--- src/rtl/kafa_pkg.sv ---
// ============================================================================
// kafa_pkg
// Shared types and constants for the knot adhesion force accumulator.
// ============================================================================
package kafa_pkg;

    localparam int MAX_NEIGHBOURS_DEF = 64;
    localparam int FRAC_BITS_DEF      = 16;
    localparam int POS_W              = 32;
    localparam int RAD_W              = 31;
    localparam int CNT_W              = 7;

    // configuration register indexes
    localparam logic CFG_MAX_ENERGY     = 1'b0;
    localparam logic CFG_ADHESION_RATIO = 1'b1;
    localparam int   CFG_IDX_W          = 2;

    localparam logic [31:0] MAX_ENERGY_RST     = 32'd65536;
    localparam logic [31:0] ADHESION_RATIO_RST = 32'd65536;

    // input request
    typedef struct packed {
        logic signed [POS_W-1:0] cell_x;
        logic signed [POS_W-1:0] cell_y;
        logic signed [POS_W-1:0] cell_z;
        logic signed [POS_W-1:0] nbr_x;
        logic signed [POS_W-1:0] nbr_y;
        logic signed [POS_W-1:0] nbr_z;
        logic [RAD_W-1:0]        nbr_radius;
        logic                    nbr_is_knot;
        logic                    last_nbr;
    } pair_t;

    // result request
    typedef struct packed {
        logic signed [POS_W-1:0] force_x;
        logic signed [POS_W-1:0] force_y;
        logic signed [POS_W-1:0] force_z;
        logic [CNT_W-1:0]        knot_count;
    } force_t;

    // classified work handed from front to back
    typedef struct packed {
        logic signed [32:0] dx;
        logic signed [32:0] dy;
        logic signed [32:0] dz;
        logic [66:0]        d2;
        logic [RAD_W-1:0]   radius;
        logic               hit;
        logic               last;
    } work_t;

    typedef struct packed {
        logic [31:0] dat;
        logic [CFG_IDX_W-1:0] idx;
    } cfg_t;

endpackage

--- src/rtl/kafa_queue.sv ---
// ============================================================================
// kafa_queue
// Two-entry queue decoupling the front stage from the back sequencer.
// ============================================================================
module kafa_queue (
    input  logic            clk,
    input  logic            rst_n,
    input  logic            in_valid,
    output logic            in_ready,
    input  kafa_pkg::work_t in_data,
    output logic            out_valid,
    input  logic            out_ready,
    output kafa_pkg::work_t out_data
);
    import kafa_pkg::*;

    work_t      mem_reg [2];
    logic       wp_reg, rp_reg;
    logic [1:0] cnt_reg;
    logic       wr, rd;

    assign in_ready  = (cnt_reg != 2'd2);
    assign out_valid = (cnt_reg != 2'd0);
    assign out_data  = mem_reg[rp_reg];
    assign wr        = in_valid && in_ready;
    assign rd        = out_valid && out_ready;

    // pointers and fill
    always_ff @(posedge clk or negedge rst_n)
    begin
        if (!rst_n)
        begin
            wp_reg  <= 1'b0;
            rp_reg  <= 1'b0;
            cnt_reg <= 2'd0;
        end
        else
        begin
            if (wr) wp_reg <= !wp_reg;
            if (rd) rp_reg <= !rp_reg;
            cnt_reg <= cnt_reg + 2'(wr) - 2'(rd);
        end
    end

    always_ff @(posedge clk)
    begin
        if (wr)
            mem_reg[wp_reg] <= in_data;
    end

endmodule

--- config.mk ---
export PLATFORM = sky130hd
export DESIGN_NAME = kafa_queue
export DESIGN_NICKNAME = d
export VERILOG_FILES = /design/src/rtl/kafa_pkg.sv /design/src/rtl/kafa_queue.sv
export SDC_FILE = /design/constraint.sdc
export NUM_CORES = 1
export LEC_CHECK = 0
export BUFFER_PORTS_ARGS = -buffer_cell sky130_fd_sc_hd__buf_2
export CELL_PAD_IN_SITES_DETAIL_PLACEMENT = 2
export CELL_PAD_IN_SITES_GLOBAL_PLACEMENT = 2
export CORE_MARGIN = 2
export CORE_UTILIZATION = 41
export CTS_CLUSTER_SIZE = 14
export DETAILED_ROUTE_END_ITERATION = 8
export MAX_ROUTING_LAYER = met4
export PLACE_DENSITY = 0.84
export SETUP_SLACK_MARGIN = 0.4
export SYNTH_ARGS = -nofsm -noshare
export SYNTH_HDL_FRONTEND = slang
export SYNTH_SLANG_ARGS = --single-unit
--- constraint.sdc ---
create_clock -name clk -period 16.2 [get_ports clk]
set_input_delay 3.24 -clock clk [delete_from_list [all_inputs] [get_ports clk]]
set_output_delay 3.24 -clock clk [all_outputs]
set_load 0.02 [all_outputs]
==> results of run 1 <==
through the flow:
stage	instances	util, %	area [um^2]
after floorplan	641	-	14700
after global placement	1490	48.2	17100
after detailed placement	1490	48.2	17100
after CTS	1566	52.3	18500
after global routing	1578	52.4	18500
final	1580	52.4	18600
routing by layer:
| metal | global-route usage (%) | up-vias |
|---|---|---|
| met1 | 23.0 | 3989 |
| met3 | 7.04 | 62 |
| met2 | 41.0 | 316 |
| met5 | - | - |
| li1 | - | 3457 |
| met4 | 7.26 | 0 |
cells in the mapped netlist, drive strengths merged:
cell type  count
a311oi         1
and3           1
buf           22
dfrtp          4
edfxtp       398
ha             1
mux2         199
nand2          2
nand2b         1
nand3          1
nor2           3
nor2b          1
nor4bb         1
o21ai          1
o21ba          1
or2            1
xnor2          3
area by class of cell:
class,instances,area (um^2)
fillers,3172,16800
flip-flops and latches,402,12100
multi-input cells,217,2370
repair buffers,410,2070
clock buffers,50,1100
well taps,461,577
clock inverters,26,339
diodes,14,35.0
where the power goes:
part	internal [mW]	total, mW	switching (mW)
clock network	0.615	1.03	0.414
logic	0.420	1.15	0.728
registers	1.43	1.53	0.104
total	2.46	3.71	1.25
worst min-delay path by stage:
stage	end	depth (start not counted)
2_1_floorplan	wp_reg$_DFFE_PN0P_	1
3_3_place_gp	wp_reg$_DFFE_PN0P_	1
3_5_place_dp	cnt_reg[0]$_DFF_PN0_	1
4_1_cts	cnt_reg[0]$_DFF_PN0_	1
5_1_grt	wp_reg$_DFFE_PN0P_	1
6_report	wp_reg$_DFFE_PN0P_	1
cells by family (layout without fill, tap and decap cells):
logic type	count (synthesis)	after routing	share of synthesized area (%)
flip-flops	402	402	82.2
multiplexers	199	199	15.3
buffers and inverters	22	486	1.69
AND/OR/NAND/NOR	11	11	0.410
AO/OA/AOI/OAI	3	3	0.162
XOR/XNOR	3	3	0.179
adder cells (fa/ha/maj)	1	1	0.0853
other	0	14	0
==> metrics.md, run 1 <==
| Metric | Value |
|---|---|
| Hold slack | 0.629 ns |
| Hold Startpoint | wp_reg$_DFFE_PN0P_ |
| Wirelength, routed | 42000 um |
| Area leader, netlist | edfxtp_1 |
| Top cell type's share of synthesized area | 81.5% |
| Synth Warn # | 0 |
| Via density | 4.95 |
| Vias | 7824 |
| Least-Margin Pin Slew | 1.08 ns |
| Number of top-level pins | 404 |
| Fmax achieved | 155 MHz |
| Buffers on Ports | 403 |
| Latest clock arrival within the worst-skew pair | 0.55 ns |
| Core Area | 35400 um^2 |
| CP endpoint kind | output pin |
| Lkg Pwr | 6.89 nW |
| Most frequent cells in the layout | buf_2 (403), edfxtp_1 (398), mux2_2 (199), clkbuf_16 (43), clkinv_2 (9) |
| Clock Tree Buf Depth | 3 |
| Uppermost layer routed | met4 |
| Cells after synthesis | 641 |
| Crit. Startpoint | rp_reg$_DFFE_PN0P_ |
| Crit path depth | 3 |
| Share of layout cells above drive strength 1 | 61.4% |
| Dpl hpwl | 27200 um |
| Largest net degree at the start of global routing | 75 |
| Period utilization | 39.8% |
| WL per Instance | 26.6 um |
| Syn Nets | 845 |
| Crit-path cells | buf_4 > mux2_2 > buf_2 |
| Worst VDD drop | 0.130 mV |
| Synthesized area | 14700 um^2 |
| Post-CTS Setup Bufs | 0 |
| Met2 wire length | 22600 um |
| Final Skew | 0.0294 ns |
| Most common cell after layout, fill and taps aside | buf_2 |
| CTS tree | done |
| Number of global-route vias before repair | 8802 |
| DR DRC count | 0 |
| Initial antenna violation count | 10 |
| Setup CP Type | register to output pin |
| Slew headroom | 27.7% |
| Largest delay share family, worst path | buffers and inverters |
| Max Slew Vio Count | 0 |
| Hold/Removal Path Class | register to register |
| Clock slew at reported path FFs | 0.06 ns |
| Worst setup endpoint | out_data[122] |
| Average size of a mapped cell | 22.9 um^2 |
| Die footprint | 37300 um^2 |
| Reg2Reg Setup Slack | 13.17 ns |
| R2R cell count | 5 |
| Arrival time worst endpoint | 3.21 ns |
| H-tree depth | 2 |
| Post-place setup slack | 10.38 ns |
| Tot Pwr | 3.71 mW |
| Gr usage total | 22.6% |
| Unrepaired setup endpoints after global routing | false |
| Layout Nets | 1278 |
| Die Y-Extent | 193 um |
| Power Dens Cells | 200 nW/um^2 |
| Minimum clock period | 6.45 ns |
| Final Worst Setup Slack | 9.75 ns |
| First-pass iteration count of the detailed router | 6 |
| Worst path bufs/invs | 2 |
| First-pass GRT wire length | 58400 um |
| CTS Buf Count | 43 |
| Hold_buf cts | 0 |
| Ranking of synthesized cells by area | edfxtp_1 (82%), mux2_2 (15%), buf_6 (1.7%) |
| Synth Register Bits | 402 |
| Antenna violation net count after detailed routing | 0 |
| Worst Path Required | 12.96 ns |
| # setup viols final | 0 |
| Chip width | 193 um |
| Worst r2r src | cnt_reg[0]$_DFF_PN0_ |
| Status | finished, final reports clean |
| Maxcap violations | 0 |
| Post-CTS sizing | 0 |
| RePlAce Congestion | 0.772 |
| Length of routed met3 wiring | 3570 um |
| Synth cell types | 17 |
| Remaining global-route overflow | 0 |
| Rows | 69 |
| Startpoint Class | register |
| Setup TNS | 0 ns |
| Root Driver | clkbuf_16 |
| Initial Util | 41.4% |
| Register area share after synthesis | 82.2% |
| Max reg flops | 398 |
| CTS Sinks | 402 |
| DR iter-0 viols | 349 |
| Area delta synth->final | 26.5% |
| Final Hold Vio Count | 0 |
| Slowest CP cell | dfrtp_4 |
| FF-to-FF End | mem_reg[0][135]$_DFFE_PP_ |
| Max stage delay on crit path | 0.99 ns |
| Wl on met1 | 14900 um |
| Crit-path max FO | 73 |
Power figures use the tool's default switching activity.
==> run 2, diff against run 1 <==
--- a/config.mk
+++ b/config.mk
@@ -9,11 +9,11 @@
 export CELL_PAD_IN_SITES_DETAIL_PLACEMENT = 2
 export CELL_PAD_IN_SITES_GLOBAL_PLACEMENT = 2
 export CORE_MARGIN = 2
-export CORE_UTILIZATION = 41
+export CORE_UTILIZATION = 35
 export CTS_CLUSTER_SIZE = 14
 export DETAILED_ROUTE_END_ITERATION = 8
 export MAX_ROUTING_LAYER = met4
-export PLACE_DENSITY = 0.84
+export PLACE_DENSITY = 0.76
 export SETUP_SLACK_MARGIN = 0.4
 export SYNTH_ARGS = -nofsm -noshare
 export SYNTH_HDL_FRONTEND = slang
==> constraint.sdc (replaced) <==
create_clock -name clk -period 5.9 [get_ports clk]
set_input_delay 1.18 -clock clk [delete_from_list [all_inputs] [get_ports clk]]
set_output_delay 1.18 -clock clk [all_outputs]
set_load 0.02 [all_outputs]
==> run 2 against run 1 <==
Against the previous run:
- via count shrank 1.5%
- sequential cell count is the same
- total power grew to 2.7 times the previous value
- global-route usage shrank 4.3 points
- clock-buffer cell count grew 8
- clock skew shrank 0.0082 ns
- routed wire length shrank 6.9%
- largest cell class unchanged
- highest routed layer unchanged
==> metrics.md, run 2 (synthesis results as in run 1) <==
| Metric | Value |
|---|---|
| Status | finished, final reports clean |
| Via density | 4.68 |
| Maxcap violations | 0 |
| Remaining global-route overflow | 0 |
| Core Area | 41100 um^2 |
| Worst VDD drop | 0.317 mV |
| CTS Buf Count | 44 |
| Hold/Removal Path Class | input pin to asynchronous set/reset pin |
| Area delta synth->final | 26.6% |
| Chip width | 209 um |
| Power Dens Cells | 534 nW/um^2 |
| Clock Tree Buf Depth | 3 |
| Antenna violation net count after detailed routing | 0 |
| Setup TNS | 0 ns |
| Tot Pwr | 9.91 mW |
| Unrepaired setup endpoints after global routing | false |
| Max reg flops | 398 |
| Latest clock arrival within the worst-skew pair | 0.56 ns |
| Die footprint | 43500 um^2 |
| Most common cell after layout, fill and taps aside | buf_2 |
| WL per Instance | 23.8 um |
| Buffers on Ports | 403 |
| Cell area after layout | 18600 um^2 |
| Largest net degree at the start of global routing | 118 |
| Rows | 74 |
| Slew headroom | 40.6% |
| Crit-path cells | buf_12 > mux2_2 > buf_2 |
| Worst Path Required | 4.72 ns |
| Final core utilization | 45.2% |
| Most frequent cells in the layout | buf_2 (403), edfxtp_1 (398), mux2_2 (199), clkbuf_16 (45), clkbuf_1 (13) |
| Slowest CP cell | dfrtp_4 |
| CTS Sinks | 402 |
| Dpl cells | 1561 |
| Crit-path max FO | 115 |
| First-pass GRT wire length | 56900 um |
| Minimum clock period | 3.94 ns |
| Arrival time worst endpoint | 2.76 ns |
| Root Driver | clkbuf_16 |
| Post-CTS Setup Bufs | 0 |
| Initial antenna violation count | 10 |
| DR DRC count | 0 |
| Placed cell areas | 17200 um^2 |
| Layout Nets | 1279 |
| Dpl hpwl | 27000 um |
| Fin cells | 1645 |
| Wirelength, routed | 39100 um |
| Lkg Pwr | 6.86 nW |
| Period utilization | 66.8% |
| Startpoint Class | register |
| Share of layout cells above drive strength 1 | 60.6% |
| Number of top-level pins | 404 |
| Number of global-route vias before repair | 8788 |
| Max stage delay on crit path | 0.85 ns |
| Gr usage total | 18.2% |
| CTS tree | done |
| Setup CP Type | register to output pin |
| H-tree depth | 2 |
| Clock slew at reported path FFs | 0.05 ns |
| Post-CTS sizing | 0 |
| First-pass iteration count of the detailed router | 4 |
| Vias | 7704 |
| # setup viols final | 0 |
| Die Y-Extent | 209 um |
| Final Skew | 0.0212 ns |
| Initial Util | 35.7% |
| Hold_buf cts | 0 |
| CP endpoint kind | output pin |
| DR iter-0 viols | 343 |
| RePlAce Congestion | 0.725 |
| Fillers | 3897 |
| Final Hold Vio Count | 0 |
| Fmax achieved | 254 MHz |
| Max Slew Vio Count | 0 |
| Least-Margin Pin Slew | 0.890 ns |
[run 2: cell count changes in the layout (fill, tap and decap cells not counted)]
cell and delta:
clkbuf_1 +6, clkinv_1 +3, clkbuf_16 +2, buf_12 +4
buf_4 -4, bufinv_16 -5, clkinv_2 -3, inv_6 -1
clkinvlp_4 -4, diode_2 -4
[run 2: power by group]
part | switching [mW] | leakage, nW | internal, mW | total [mW]
Clock | 1.05 | 0.647 | 1.52 | 2.57
Sequential | 0.237 | 3.75 | 3.91 | 4.15
Combinational | 2.01 | 2.46 | 1.18 | 3.19
Total | 3.30 | 6.86 | 6.61 | 9.91
[run 2: per-layer routing]
metal  global-route usage [%]  routed length, um
met2                     31.9              20700
met3                     6.45               3320
met5                        -                  0
met1                     19.3              14300
met4                     5.57                697
[run 2: per-stage QoR]
step                      hold slack (ns)  setup slack, ns
after floorplan                     0.514             1.23
after global placement              0.540             2.59
after detailed placement            0.552             2.56
after CTS                           0.405             1.96
after global routing                0.412             1.84
final                               0.434             1.96
[run 2: layout make-up]
type / count / area [um^2] / share of cell area [%]
clock buffers: 58 / 1170 / 6.33
repair buffers: 410 / 2120 / 11.4
well taps: 532 / 666 / 3.59
multi-input cells: 217 / 2370 / 12.8
diodes: 10 / 25.0 / 0.135
flip-flops and latches: 402 / 12100 / 64.9
clock inverters: 16 / 146 / 0.789
[run 2: worst paths after layout]
| path | slack, ns | start | end | depth (start not counted) |
|---|---|---|---|---|
| worst max-delay path | 1.96 | rp_reg$_DFFE_PN0P_ | out_data[159] | 3 |
| worst min-delay path | 0.43 | rst_n | wp_reg$_DFFE_PN0P_ | 1 |
| worst max register to register | 3.63 | cnt_reg[0]$_DFF_PN0_ | mem_reg[1][61]$_DFFE_PP_ | 3 |
| worst min register to register | 0.56 | wp_reg$_DFFE_PN0P_ | wp_reg$_DFFE_PN0P_ | 1 |
| max in group asynchronous | 5.29 | rst_n | rp_reg$_DFFE_PN0P_ | 1 |
| min in group clk | 0.56 | wp_reg$_DFFE_PN0P_ | wp_reg$_DFFE_PN0P_ | 1 |
[run 2: critical path, delay by kind of cell (launching register included)]
kind	cells	cell delay, ns
DFF	1	0.85
buffers and inverters	2	0.63
muxes	1	0.45
